$ cat src/rtl/core/can_btc_pkg.sv
// ----------------------------------------------------------------------------
// CAN bit timing calculator package
// Widths, constants, divider status and timing byte encoding.
// ----------------------------------------------------------------------------
package can_btc_pkg;

  localparam int OSC_W = 26;
  localparam int RATE_W = 20;
  localparam int QUO_W = 5;
  localparam int BYTE_W = 8;

  localparam logic [OSC_W-1:0] OSC_RESET = 26'd16000000;
  localparam logic [QUO_W-1:0] QUANTA_MIN = 5'd5;
  localparam logic [QUO_W-1:0] QUANTA_MAX = 5'd25;
  localparam logic [BYTE_W-1:0] CNF2_FIXED = 8'h80;
  localparam logic [BYTE_W-1:0] PROP_FIELD = 8'h01;
  localparam logic [BYTE_W-1:0] PS2_MIN = 8'd2;
  localparam logic [BYTE_W-1:0] SEG_FIXED = 8'd3;

  typedef struct packed {
    logic             done;
    logic             over;
    logic [QUO_W-1:0] quo;
  } div_status_t;

  // phase1 = q/2, prop = 2
  function automatic logic [BYTE_W-1:0] enc_byte_two(input logic [QUO_W-1:0] q);
    logic [BYTE_W-1:0] ps1;
    ps1 = BYTE_W'(q >> 1);
    return CNF2_FIXED | BYTE_W'((ps1 - 8'd1) << 3) | PROP_FIELD;
  endfunction

  // phase2 = q - 3 - phase1, floor 2; q is at least 5 here
  function automatic logic [BYTE_W-1:0] enc_byte_three(input logic [QUO_W-1:0] q);
    logic [BYTE_W-1:0] ps1;
    logic [BYTE_W-1:0] ps2;
    ps1 = BYTE_W'(q >> 1);
    ps2 = BYTE_W'(q) - SEG_FIXED - ps1;
    if (ps2 < PS2_MIN) begin
      ps2 = PS2_MIN;
    end
    return ps2 - 8'd1;
  endfunction

endpackage

$ cat src/rtl/core/can_btc_div.sv
// ----------------------------------------------------------------------------
// CAN bit timing quotient unit
// Restoring divider, one quotient bit per cycle; flags quotients above 31.
// ----------------------------------------------------------------------------
module can_btc_div import can_btc_pkg::*; #(
  parameter int DW = 27
) (
  input  logic              clk,
  input  logic              rst,
  input  logic              start,
  input  logic [OSC_W-1:0]  dividend,
  input  logic [DW-1:0]     divisor,
  output div_status_t       status
);

  localparam int SW = DW + QUO_W;

  logic             busy;
  logic [2:0]       cnt;
  logic [OSC_W-1:0] rem;
  logic [SW-1:0]    dsr;
  logic [QUO_W-1:0] quo;
  logic [SW-1:0]    rem_ext;
  logic [SW-1:0]    diff;
  logic             ge;
  logic             over_now;

  assign rem_ext = {{(SW-OSC_W){1'b0}}, rem};
  assign ge = rem_ext >= dsr;
  assign diff = rem_ext - dsr;
  assign over_now = (cnt == 3'(QUO_W)) && ge;

  always_ff @(posedge clk) begin
    if (rst) begin
      busy <= 1'b0;
      cnt <= '0;
      status <= '0;
    end else begin
      status.done <= busy && !start && (over_now || cnt == 3'd0);
      if (start) begin
        busy <= 1'b1;
        cnt <= 3'(QUO_W);
        rem <= dividend;
        dsr <= {divisor, {QUO_W{1'b0}}};
        quo <= '0;
      end else if (busy) begin
        if (over_now) begin
          busy <= 1'b0;
          status.over <= 1'b1;
        end else begin
          if (ge) begin
            rem <= diff[OSC_W-1:0];
          end
          quo <= {quo[QUO_W-2:0], ge};
          dsr <= dsr >> 1;
          cnt <= cnt - 3'd1;
          if (cnt == 3'd0) begin
            busy <= 1'b0;
            status.over <= 1'b0;
            status.quo <= {quo[QUO_W-2:0], ge};
          end
        end
      end
    end
  end

endmodule

$ cat src/rtl/core/can_bit_timing_calculator.sv
// ----------------------------------------------------------------------------
// CAN bit timing calculator
// Searches prescalers for 5..25 quanta per bit and encodes three timing bytes.
// ----------------------------------------------------------------------------
// channel  | handshake              | payload
// ---------+------------------------+-----------------------------------------
// input    | in_valid / in_ready    | bit_rate_hz
// output   | out_valid / out_ready  | found, timing_byte_one/two/three
// config   | cfg_wr_en              | cfg_wr_data (oscillator frequency)
//
// Each prescaler trial steps through start, 6 divider bits and the check,
// and ends early when the quotient exceeds 31.
// The search stops early once the quanta count drops below 5.
// A zero rate skips the search. Synchronous reset sets the oscillator
// frequency to 16000000. in_ready is high only between words; a finished
// result waits in the output register while the next word is taken.
// ----------------------------------------------------------------------------
module can_bit_timing_calculator import can_btc_pkg::*; #(
  parameter int PRESCALER_STEPS = 64
) (
  input  logic              clk,
  input  logic              rst,
  input  logic              cfg_wr_en,
  input  logic [OSC_W-1:0]  cfg_wr_data,
  input  logic              in_valid,
  output logic              in_ready,
  input  logic [RATE_W-1:0] bit_rate_hz,
  output logic              out_valid,
  input  logic              out_ready,
  output logic              found,
  output logic [BYTE_W-1:0] timing_byte_one,
  output logic [BYTE_W-1:0] timing_byte_two,
  output logic [BYTE_W-1:0] timing_byte_three
);

  localparam int PW = (PRESCALER_STEPS > 1) ? $clog2(PRESCALER_STEPS) : 1;
  localparam int DW = RATE_W + 1 + PW;
  localparam logic [PW-1:0] LAST = PW'(PRESCALER_STEPS - 1);

  typedef enum logic [1:0] {S_IDLE, S_START, S_DIV, S_DONE} state_t;

  state_t           state;
  logic [OSC_W-1:0] osc;
  logic [DW-1:0]    step;
  logic [DW-1:0]    dvs;
  logic [PW-1:0]    presc;
  logic             hit;
  logic [QUO_W-1:0] quanta;
  div_status_t      div_st;
  logic             out_free;

  assign in_ready = (state == S_IDLE);
  assign out_free = !out_valid || out_ready;

  can_btc_div #(.DW(DW)) u_div (
    .clk      (clk),
    .rst      (rst),
    .start    (state == S_START),
    .dividend (osc),
    .divisor  (dvs),
    .status   (div_st)
  );

  always_ff @(posedge clk) begin
    if (rst) begin
      osc <= OSC_RESET;
    end else if (cfg_wr_en) begin
      osc <= cfg_wr_data;
    end
  end

  always_ff @(posedge clk) begin
    if (rst) begin
      state <= S_IDLE;
      out_valid <= 1'b0;
      hit <= 1'b0;
    end else begin
      if (out_valid && out_ready && state != S_DONE) begin
        out_valid <= 1'b0;
      end
      unique case (state)
        S_IDLE: begin
          if (in_valid) begin
            step <= DW'({bit_rate_hz, 1'b0});
            dvs <= DW'({bit_rate_hz, 1'b0});
            presc <= '0;
            hit <= 1'b0;
            state <= (bit_rate_hz == '0) ? S_DONE : S_START;
          end
        end
        S_START: begin
          state <= S_DIV;
        end
        S_DIV: begin
          if (div_st.done) begin
            if (!div_st.over && div_st.quo < QUANTA_MIN) begin
              state <= S_DONE;
            end else if (!div_st.over && div_st.quo <= QUANTA_MAX) begin
              hit <= 1'b1;
              quanta <= div_st.quo;
              state <= S_DONE;
            end else if (presc == LAST) begin
              state <= S_DONE;
            end else begin
              presc <= presc + 1'b1;
              dvs <= dvs + step;
              state <= S_START;
            end
          end
        end
        S_DONE: begin
          if (out_free) begin
            out_valid <= 1'b1;
            found <= hit;
            timing_byte_one <= hit ? BYTE_W'(presc) : '0;
            timing_byte_two <= hit ? enc_byte_two(quanta) : '0;
            timing_byte_three <= hit ? enc_byte_three(quanta) : '0;
            state <= S_IDLE;
          end
        end
        default: state <= S_IDLE;
      endcase
    end
  end

  a_done_in_div: assert property (@(posedge clk) disable iff (rst)
    div_st.done |-> state == S_DIV)
    else $error("divider finished outside a trial");

  a_fail_zero: assert property (@(posedge clk) disable iff (rst)
    out_valid && !found |-> timing_byte_one == '0 && timing_byte_two == '0
      && timing_byte_three == '0)
    else $error("failed word carries nonzero timing bytes");

  a_byte_two_form: assert property (@(posedge clk) disable iff (rst)
    out_valid && found |-> timing_byte_two[7] && timing_byte_two[2:0] == 3'd1)
    else $error("timing byte two fixed bits wrong");

  a_busy_after_accept: assert property (@(posedge clk) disable iff (rst)
    in_valid && in_ready |=> !in_ready)
    else $error("ready stayed high after accepting a word");

endmodule

$ cat config.mk
export PLATFORM = sky130hd
export DESIGN_NAME = can_bit_timing_calculator
export DESIGN_NICKNAME = d
export VERILOG_FILES = /design/src/rtl/core/can_btc_pkg.sv /design/src/rtl/core/can_btc_div.sv /design/src/rtl/core/can_bit_timing_calculator.sv
export SDC_FILE = /design/constraint.sdc
export NUM_CORES = 1
export LEC_CHECK = 0
export ABC_AREA = 1
export BUFFER_PORTS_ARGS = -buffer_cell sky130_fd_sc_hd__buf_4
export CORE_MARGIN = 3
export CORE_UTILIZATION = 45
export CTS_CLUSTER_DIAMETER = 30
export CTS_CLUSTER_SIZE = 16
export DETAILED_ROUTE_END_ITERATION = 8
export HOLD_SLACK_MARGIN = 0.15
export SLEW_MARGIN = 20
export SYNTH_ARGS = -nofsm -noshare
export SYNTH_HDL_FRONTEND = slang
export SYNTH_HIERARCHICAL = 1
export SYNTH_SLANG_ARGS = --single-unit
$ cat constraint.sdc
create_clock -name clk -period 5 [get_ports clk]
set_clock_uncertainty 0.2 [all_clocks]
set_input_delay 0.75 -clock clk [delete_from_list [all_inputs] [get_ports clk]]
set_output_delay 0.75 -clock clk [all_outputs]
set_load 0.02 [all_outputs]
# Yosys cells after proc, flatten, opt, wreduce, memory -nomap -nowiden
# Cells that the tools add are included.
dict set report totals {
  output_inout_bits 27
  register_bits 186
}
dict set report op_classes {
  magnitude_cmp 4
  eq_ne 14
  reduce_logical 32
  muxes 51
  addsub 8
  n_bitwise 4
}
# operator n
set op_table {}
lappend op_table {{27-bit 2-to-1 mux} 5}
lappend op_table {{26-bit 2-to-1 mux} 4}
lappend op_table {{32-bit 2-to-1 mux} 3}
lappend op_table {{27-bit one-hot mux with 2 select lines} 1}
lappend op_table {{8-bit 2-to-1 mux} 5}
lappend op_table {{6-bit 2-to-1 mux} 6}
lappend op_table {{26-bit by 32-bit greater-or-equal comparator with 1-bit output} 1}
lappend op_table {{27-bit by 21-bit adder with 27-bit output} 1}
lappend op_table {{26-bit subtractor} 1}
lappend op_table {{20-bit zero test} 1}
lappend op_table {{3-bit AND reduction} 5}
lappend op_table {{2-bit 2-to-1 mux} 7}
lappend op_table {{2-bit inequality test (second input constant)} 7}
lappend op_table {{1-bit 2-to-1 mux} 12}
lappend op_table {{6-bit one-hot mux with 2 select lines} 1}
lappend op_table {{5-bit AND reduction} 2}
lappend op_table {{3-bit 2-to-1 mux} 3}
lappend op_table {{8-bit by 2-bit < comparator with 1-bit output (second input constant)} 1}
lappend op_table {{4-bit 2-to-1 mux} 2}
lappend op_table {{2-bit one-hot mux with 4 select lines} 1}
lappend op_table {{4-bit AND reduction} 2}
lappend op_table {{2-bit nonzero test} 4}
lappend op_table {{8-bit by 1-bit subtractor with 8-bit output (second input constant)} 1}
lappend op_table {{1-bit logical AND} 7}
lappend op_table {{21 further kinds} 30}

# Longest topological paths before layout
# Gate-level depths: netlist of run 1.
dict set report depth {
  ltp_word 8
  depth_mapped 23
}

# Modules after synthesis
# The synthesis of run 1 kept the hierarchy.
# mod area_each_um2 cells_per_inst instances
set modules_own_cells {}
lappend modules_own_cells {can_bit_timing_calculator 6133.4 760 1}
lappend modules_own_cells {can_btc_div 4589.4 574 1}

# Worst setup path after synthesis of run 1
# No wires, ideal clock.
dict set report synth_timing {
  path_kind {register to register}
  start {register presc[0]}
  end {register dvs[10] (enable)}
  path_slack_ps 879
  synth_period_minus_slack_ps 4121
  setup_ps 468
  stages_incl_launch_ff 8
  t_arrival_ps 3454
  t_required_ps 4332
  n_path_buf 0
  path_cell_list {edfxtp_1 > ha_1 > nand2_1 > inv_1 > nand2_1 > nor3_1 > o21ai_0 > nor3b_1}
}
dict set report synth_between {
  elab_chain_cells 3
}
# item line_no
set synth_rtl {}
lappend synth_rtl {{start: declaration} can_bit_timing_calculator.sv:46} ;# logic [PW-1:0] presc;
lappend synth_rtl {{start signal: assignment} can_bit_timing_calculator.sv:105} ;# presc <= presc + 1'b1;
lappend synth_rtl {{6-bit equality test} can_bit_timing_calculator.sv:102} ;# end else if (presc == LAST) begin
lappend synth_rtl {{2-bit inequality test (no line)} -}
lappend synth_rtl {{7-bit AND reduction (no line)} -}
lappend synth_rtl {{end signal: assignment} can_bit_timing_calculator.sv:85} ;# dvs <= DW'({bit_rate_hz, 1'b0});
lappend synth_rtl {{end signal: assignment} can_bit_timing_calculator.sv:106} ;# dvs <= dvs + step;
lappend synth_rtl {{end: declaration} can_bit_timing_calculator.sv:45} ;# logic [DW-1:0] dvs;
# Every way passes these cells.
# A chain may end at the register's enable or synchronous reset.

# Worst setup path in the final report of run 1
dict set report layout_timing {
  start {register quanta[2]}
  end {register timing_byte_three[6], data pin}
}
dict set report layout_between {
  elab_chain_cells 8
}
# item line_no
set layout_rtl {}
lappend layout_rtl {{start: declaration} can_bit_timing_calculator.sv:48} ;# logic [QUO_W-1:0] quanta;
lappend layout_rtl {{start signal: assignment} can_bit_timing_calculator.sv:100} ;# quanta <= div_st.quo;
lappend layout_rtl {{5-bit by 2-bit subtractor with 6-bit output} can_btc_pkg.sv:38} ;# ps2 = BYTE_W'(q) - SEG_FIXED - ps1;
lappend layout_rtl {{6-bit by 5-bit subtractor with 7-bit output *} can_btc_pkg.sv:38}
lappend layout_rtl {{8-bit by 2-bit < comparator with 1-bit output} can_btc_pkg.sv:39} ;# if (ps2 < PS2_MIN) begin
lappend layout_rtl {{8-bit 2-to-1 mux *} can_btc_pkg.sv:39}
lappend layout_rtl {{8-bit 2-to-1 mux *} can_bit_timing_calculator.sv:112} ;# if (out_free) begin
lappend layout_rtl {{8-bit 2-to-1 mux *} can_bit_timing_calculator.sv:81} ;# unique case (state)
lappend layout_rtl {{8-bit 2-to-1 mux *} can_bit_timing_calculator.sv:73} ;# if (rst) begin
lappend layout_rtl {{8-bit by 1-bit subtractor with 8-bit output *} can_btc_pkg.sv:42} ;# return ps2 - 8'd1;
lappend layout_rtl {{end signal: assignment} can_bit_timing_calculator.sv:117} ;# timing_byte_three <= hit ? enc_byte_three(quanta) : '0;
lappend layout_rtl {{end: declaration} can_bit_timing_calculator.sv:33} ;# output logic [BYTE_W-1:0] timing_byte_three
# Every way passes the cells marked *; elsewhere a longest branch is shown, timed or not. The select of a mux whose other input is x is not followed.

==> results of run 1 <==
## power by group
part	switching, mW	internal [mW]	total (mW)
logic	0.995	0.490	1.48
registers	0.101	1.88	1.98
clock network	0.631	0.700	1.33
## through the flow
stage | util | cell area [sq um]
6_report | 0.527 | 12200
5_1_grt | 0.527 | 12200
4_1_cts | 0.527 | 12200
3_5_place_dp | 0.503 | 11600
3_3_place_gp | 0.503 | 11600
2_1_floorplan | - | 10700
## path summary, 6_finish.rpt
check / slack [ns] / end / start / depth (start not counted)
min reg2reg: 0.26 / osc[18] / osc[18] / 2
max: 1.45 / timing_byte_three[6] / quanta[2] / 23
max reg2reg: 1.45 / timing_byte_three[6] / quanta[2] / 23
min: 0.26 / osc[18] / osc[18] / 2
## cell families after synthesis
group,Yosys count
AND/OR/NAND/NOR,666
buffers and inverters,214
XOR/XNOR,13
AO/OA/AOI/OAI,200
other,1
flip-flops,179
adder cells (fa/ha/maj),61
## placed cells by master, fill, tap and decap left out, types with 3 or more instances in the layout
cell and instances:
o21ai_0 99, nor2_1 152, xor2_1 5, buf_4 81, a21oi_2 3, conb_1 5
nand3_2 7, clkinvlp_4 3, ha_1 58, nor4_1 6, o21bai_1 5, nand2_1 328
o21a_1 3, nor3_1 17, nand4_1 16, nor3_2 6, a21oi_1 72, inv_2 4
o21ai_1 4, edfxtp_1 138, or2_1 6, nand3b_1 7, clkbuf_16 17, xnor2_1 8
nand2_2 15, dfxtp_1 41, inv_6 6, a31oi_1 7, nor2_4 6, or2_2 7
inv_1 176, nand3_1 79, nor2_2 6, fa_1 3
## critical path, stage by stage (launching register included)
cell and delay, ns:
edfxtp_1 0.52, inv_1 0.18, ha_1 0.17, nand2_1 0.07, nand2_1 0.07, xor2_1 0.19
ha_1 0.28, nand2_1 0.07, nor2_1 0.04, nor2_1 0.14, inv_1 0.08, nand2_2 0.09
nand2_4 0.07, nor2_8 0.11, nand3_2 0.09, nand2_1 0.09, ha_1 0.16, inv_1 0.05
nor2_1 0.19, nand3_1 0.13, nor2_1 0.14, nand3_1 0.09, nand2_1 0.06, nor2_1 0.04
## layout make-up
cell class	count	area share
clock inverters	15	0.0118
clock buffers	17	0.0350
inverters	181	0.0559
well taps	313	0.0322
multi-input cells	945	0.407
flip-flops and latches	179	0.408
repair buffers	81	0.0500
## registers in the layout, indices dropped and copies added (netlist names)
name,count
u_div/busy,1
timing_byte_three,8
step,20
quanta,5
dvs,26
timing_byte_one,6
u_div/cnt,3
state,2
osc,26
presc,6
hit,1
out_valid,1
u_div/dsr,32
u_div/rem,26
u_div/quo,4
timing_byte_two,5
u_div/status,7
## routing by layer
metal  global-route usage  vias up  part of all wire
met2                0.330      171              0.47
met5                    0        -                 0
li1                     -     4547                 -
met3               0.0268       27             0.034
met4               0.0548        0             0.016
met1                0.283     4098              0.48
==> Implementation_results.wiki, run 1 <==
{| class="wikitable"
! Metric !! Value
|-
| Result of the run || completed
|-
| Type of the setup path with the least slack || register to register
|-
| Post-synthesis area per instance || 8.04 sq um
|-
| First-pass GRT wire length || roughly 42000 um
|-
| Required time reported for the critical path endpoint || 4.99 ns
|-
| Synthesized-area fraction occupied by ao, oa, aoi and oai cells || 0.0986
|-
| Area occupied by registers || 4960 sq um
|-
| Final number of hold-violating endpoints || 0
|-
| Worst VDD drop || 0.242 mV
|-
| Final estimated routing congestion in global placement || about 0.87
|-
| Nets@finish || approximately 1500
|-
| Vias in the first global route || roughly 8400
|-
| Share of synthesized cell area in full adder, half adder and majority cells || 0.0733
|-
| Share of synthesized area spent on multiplexers || 0
|-
| Fin worst setup slack || between 1 and 1.5 ns
|-
| Global routing usage summed across all routing layers || 0.201
|-
| Worst setup timing slack at the placement stage || around 1.5 ns
|-
| Fill cell count || around 2300
|-
| Lkg Pwr || ~5.4 nW
|-
| Worst min-delay path category || register to register
|-
| Kind of launch point of the worst setup path || register
|-
| Boundary Pins || 78
|-
| Largest cells by area after synthesis || edfxtp_1 39%, nand2_1 11%, dfxtp_1 7.7%, ha_1 6.8%, inv_1 6.2%
|-
| Post-route total power || approximately 4.8 mW
|-
| Sequential area share after synthesis || 0.463
|-
| Count of vias placed by the detailed router || around 8800
|-
| Highest attainable clock frequency || ~280 MHz
|-
| Area of the mapped netlist || 10700 sq um
|-
| Most frequent cells after synthesis || 328 x nand2_1, 176 x inv_1, 153 x nor2_1
|-
| Grt total ovfl || 0
|-
| Starting density of the core || 0.465
|-
| Post-route DRC || 0
|-
| Detailed-routing iteration count for the pre-antenna-repair pass || 5
|-
| Number of register bits inferred by synthesis || between 150 and 200
|-
| Clk slew on worst S/H paths || approximately 0.070 ns
|-
| Chip Height || around 160 um
|-
| Die outline width || approximately 160 um
|-
| Unrepaired setup endpoints after global routing || false
|-
| Via density per instance || between 5 and 6
|-
| Synth unique cells || 48
|-
| Clock latency on the worst-skew pair || roughly 0.43 ns
|-
| Post-cts repair resize count || 0
|-
| Most instantiated flip-flop cell in the synthesis netlist || edfxtp_1
|-
| Share of post-route cells with drive strength above 1 || 0.122
|-
| Ys async rst share || 0
|-
| Area fraction of the dominant cell type after synthesis || 0.386
|-
| Placed Cells incl. Taps || roughly 1700
|-
| Dominant cell by count in the synthesized netlist || nand2_1
|-
| Area share of and/or/nand/nor cells after synthesis || 0.274
|-
| Count of flip-flops with a built-in enable after synthesis || ~140
|-
| Warnings, synthesis || 6
|-
| PortBufs || 73
|-
| Fraction of synthesized cell area in xor and xnor cells || 0.0106
|-
| Headroom to the max-slew limit || 0.308
|-
| Total negative setup slack || 0 ns
|-
| Master cell of the clock root buffer || clkbuf_16
|-
| Synthesized instance count || approximately 1300
|-
| Floorplan core area || about 23000 sq um
|-
| Worst hold slack || 0.261 ns
|-
| Number of violations of the max-capacitance limit || 0
|-
| DRC violation total after the first TritonRoute iteration || roughly 600
|-
| Area occupied by multi-input gates || slightly below 5000 sq um
|-
| Maximum net fanout on the critical path || 5
|-
| Maximum number of pins on one net before global-route repair || between 90 and 100
|-
| Critical path endpoint category || register
|-
| TritonCTS sink count || between 150 and 200
|-
| Area grow syn2layout || 13.4%
|-
| Longest Clk Path Bufs || 2
|-
| Final std cells w/o fill || approximately 1700
|-
| Site Rows || 55
|-
| Count of buffers added by post-CTS timing repair for setup || 0
|-
| Remaining number of nets flagged by the antenna check after routing || 0
|-
| Number of slew-limit violations in the final report || 0
|-
| Drt total wl || about 26000 um
|-
| H-tree depth reported by CTS || 4
|-
| CTS tree || yes
|-
| Floorplan die area || 25700 sq um
|-
| Cts hold-fix bufs || 0
|-
| Synth area leader || edfxtp_1
|-
| Min Clock Period, post-route || 3.55 ns
|-
| Final setup viols || 0
|-
| Final worst-path cycle share || 0.711
|-
| TritonCTS buffer count || 17
|-
| Number of antenna violations at the first check in global routing || 0
|-
| Final antenna diode count || 0
|-
| Least-Margin Pin Slew || between 1 and 1.5 ns
|-
| Areal power density over the cells || approximately 390 nW/um^2
|-
| Main combinational cell family by area after synthesis || simple AND/OR/NAND/NOR gates
|-
| HPWL Detailed || around 19000 um
|-
| Wire per inst || between 10 and 15 um
|-
| Data arrival, critical path || 3.55 ns
|}
(Power assumes the default switching activity.)
==> run 2, diff against run 1 <==
Clock period 5 ns to 3.1 ns, I/O delays scaled along.
==> run 2 against run 1 <==
The run now ends with setup timing left. Final area up 6.1%. Power up 59%. Maximum frequency up 12%. Utilization up 3.2 points. Sequential power up 61%. Critical path depth down 3. Final cell count up 3.9%. Critical endpoint unchanged. Highest routed layer unchanged.
==> Implementation_results.wiki, run 2 (synthesis gave the netlist of run 1 again) <==
{| class="wikitable"
! Metric !! Value
|-
| Headroom to the max-slew limit || 0.455 (+0.147)
|-
| Worst VDD drop || 0.387 mV (+60%)
|-
| Remaining number of nets flagged by the antenna check after routing || 0 (unchanged)
|-
| Worst setup timing slack at the placement stage || -0.0834 ns (-1.55 ns)
|-
| Fill cell count || 2157 (-4.2%)
|-
| Maximum net fanout on the critical path || 3 (-2)
|-
| Max reg flops || 32 (unchanged)
|-
| Power share of the clock group || 0.260 (-0.018)
|-
| Number of antenna violations at the first check in global routing || 0 (unchanged)
|-
| Detailed-routing iteration count for the pre-antenna-repair pass || 5 (unchanged)
|-
| Least-Margin Pin Slew || 0.818 ns (-0.218 ns)
|-
| Reg-to-reg setup timing slack || -0.08 ns (-1.52 ns)
|-
| DRC violation total after the first TritonRoute iteration || 567 (-5.2%)
|-
| Global routing usage summed across all routing layers || 0.203 (+0.00140)
|-
| Nets@finish || 1584 (+4.4%)
|-
| Worst Hold End || out_valid
|-
| H-tree depth reported by CTS || 4 (unchanged)
|-
| Critical R2R Launch || quanta[1]
|-
| Areal power density over the cells || 591 nW/um^2 (+50%)
|-
| Critical path endpoint category || register
|-
| Pint || 4.91 mW (+60%)
|-
| Hold Crit Depth || 4 (+2)
|-
| Lkg Pwr || 5.67 nW (+5.6%)
|-
| Share of total power in sequential cells || 0.418 (+0.005)
|-
| Number of violations of the max-capacitance limit || 0 (unchanged)
|-
| Unrepaired setup endpoints after global routing || true
|-
| Clock latency on the worst-skew pair || 0.43 ns (about the same)
|-
| Number of slew-limit violations in the final report || 0 (unchanged)
|-
| Final estimated routing congestion in global placement || 0.923 (+5.6%)
|-
| Post-route total power || 7.63 mW (+59%)
|-
| Count of vias placed by the detailed router || 9048 (+2.3%)
|-
| First-pass GRT wire length || 42400 um (+0.95%)
|-
| Wire per inst || 14.5 um (-2.8%)
|-
| Post-route DRC || 0 (unchanged)
|-
| CTS tree || yes
|-
| Master cell of the clock root buffer || clkbuf_16
|-
| R2R cell count || 20 (-13%)
|-
| Chip Height || 160 um (unchanged)
|-
| Starting density of the core || 0.465 (unchanged)
|-
| Most common cell after layout, fill and taps aside || nand2_1
|-
| TritonCTS buffer count || 17 (unchanged)
|-
| Kind of launch point of the worst setup path || register
|-
| Drt total wl || 26100 um (+0.97%)
|-
| Boundary Pins || 78 (unchanged)
|-
| Clk slew on worst S/H paths || 0.07 ns (about the same)
|-
| Longest Clk Path Bufs || 2 (unchanged)
|-
| HPWL Detailed || 19100 um (-1.1%)
|-
| Total negative setup slack || -0.123 ns (-0.123 ns)
|-
| Origin of the worst min-delay path || out_ready
|-
| Maximum number of pins on one net before global-route repair || 94 (unchanged)
|-
| Type of the setup path with the least slack || register to register
|-
| Floorplan die area || 25700 sq um (unchanged)
|-
| Violations in the final reports || setup timing
|-
| Via density per instance || 5.03 (-1.5%)
|-
| Register name with the most flops || u_div/dsr
|-
| Floorplan core area || 23100 sq um (unchanged)
|-
| Fin worst setup slack || -0.0784 ns (-1.52 ns)
|-
| Final worst-path cycle share || 1.03 (+0.314)
|-
| Required time reported for the critical path endpoint || 3.09 ns (-1.90 ns)
|-
| Switching Share || 0.357 (-0.00354)
|-
| Min Clock Period, post-route || 3.18 ns (-0.376 ns)
|-
| Share of post-route cells with drive strength above 1 || 0.142 (+0.0201)
|-
| Final number of hold-violating endpoints || 0 (unchanged)
|-
| Site Rows || 55 (unchanged)
|-
| Capture point of the worst reg-to-reg path || timing_byte_three[6]
|-
| Final setup viols || 2 (+2)
|-
| Area grow syn2layout || 20.3%
|-
| TritonCTS sink count || 179 (unchanged)
|-
| Result of the run || complete, but fails checks
|-
| Data arrival, critical path || 3.17 ns (-0.38 ns)
|-
| Switching power total || 2.72 mW (+58%)
|-
| Die outline width || 160 um (unchanged)
|-
| Grt total ovfl || 0 (unchanged)
|-
| Gate power share || 0.322 (+0.012)
|-
| Final antenna diode count || 0 (unchanged)
|-
| Worst min-delay path category || primary input to register
|-
| Top library cells by usage in the layout, fill and taps aside || 323 x nand2_1, 173 x inv_1, 147 x nor2_1
|-
| Vias in the first global route || 8586 (+2.0%)
|-
| Highest attainable clock frequency || 315 MHz (+12%)
|-
| PortBufs || 73 (unchanged)
|}
run 2: stage by stage:
stage / hold WS [ns] / area [sq um] / instances / util
after detailed placement: 0.243 / 11700 / 1713 / 0.509
after CTS: 0.163 / 12800 / 1795 / 0.554
after global placement: 0.241 / 11700 / 1713 / 0.509
after floorplan: 0.225 / 10800 / 1338 / -
after global routing: 0.203 / 12900 / 1798 / 0.559
final: 0.194 / 12900 / 1798 / 0.559
run 2: final cells by class:
class	count	area [sq um]	share of cell area
tap	313	392	0.0304
clock buffer	21	440	0.0342
clock inverter	11	82.6	0.00640
inverter	181	679	0.0527
multi-input combinational	945	5080	0.394
timing repair buffer	148	1260	0.0975
sequential	179	4960	0.385
run 2: power groups by stage:
stage / sequential (mW) / clock, mW / combinational (mW)
floorplan: 3.19 / 0 / 1.76
CTS: 3.19 / 2.04 / 2.45
global route: 3.22 / 2.13 / 2.80
detailed placement: 3.25 / 0 / 2.39
finish: 3.19 / 1.98 / 2.46
global placement: 3.24 / 0 / 2.36
run 2: how the worst max path moves through the flow:
stage / cells after the start / start / to
after floorplan: 23 / quanta[2] / timing_byte_three[6]
after global placement: 22 / quanta[1] / timing_byte_three[6]
after detailed placement: 22 / quanta[1] / timing_byte_three[6]
after CTS: 22 / quanta[1] / timing_byte_three[6]
after global routing: 20 / quanta[1] / timing_byte_three[6]
final: 20 / quanta[1] / timing_byte_three[6]
run 2: what timing repair did:
action                                  in CTS  in global routing
endpoints found under the setup margin       1                 32
hold buffers                                47                  0
buffers inserted                             3                  3
endpoints found under the hold margin       61                  0
pin swaps                                   14                 18
resized for setup                            7                 21
run 2: critical path: stages, from the launching register on:
cell and delay (ns):
edfxtp_1 0.47, ha_4 0.21, nand2_4 0.05, nand2_2 0.06, xor2_2 0.15, ha_1 0.33
buf_4 0.15, buf_4 0.13, inv_1 0.06, nand2_2 0.08, nand2_4 0.11, nor2_8 0.06
a31oi_2 0.18, ha_4 0.17, inv_2 0.04, nor2_4 0.11, nand3_2 0.11, nor2_4 0.11
nand3_2 0.06, nand2_1 0.05, nor2_1 0.05
run 2: per-layer routing:
metal | part of all wire | vias up | global-route usage | wire length [um]
li1 | - | 4663 | - | -
met4 | 0.0082 | 0 | 0.0434 | 215
met3 | 0.036 | 16 | 0.0273 | 948
met1 | 0.48 | 4208 | 0.280 | 12500
met5 | 0 | - | 0 | 0
met2 | 0.48 | 161 | 0.344 | 12500
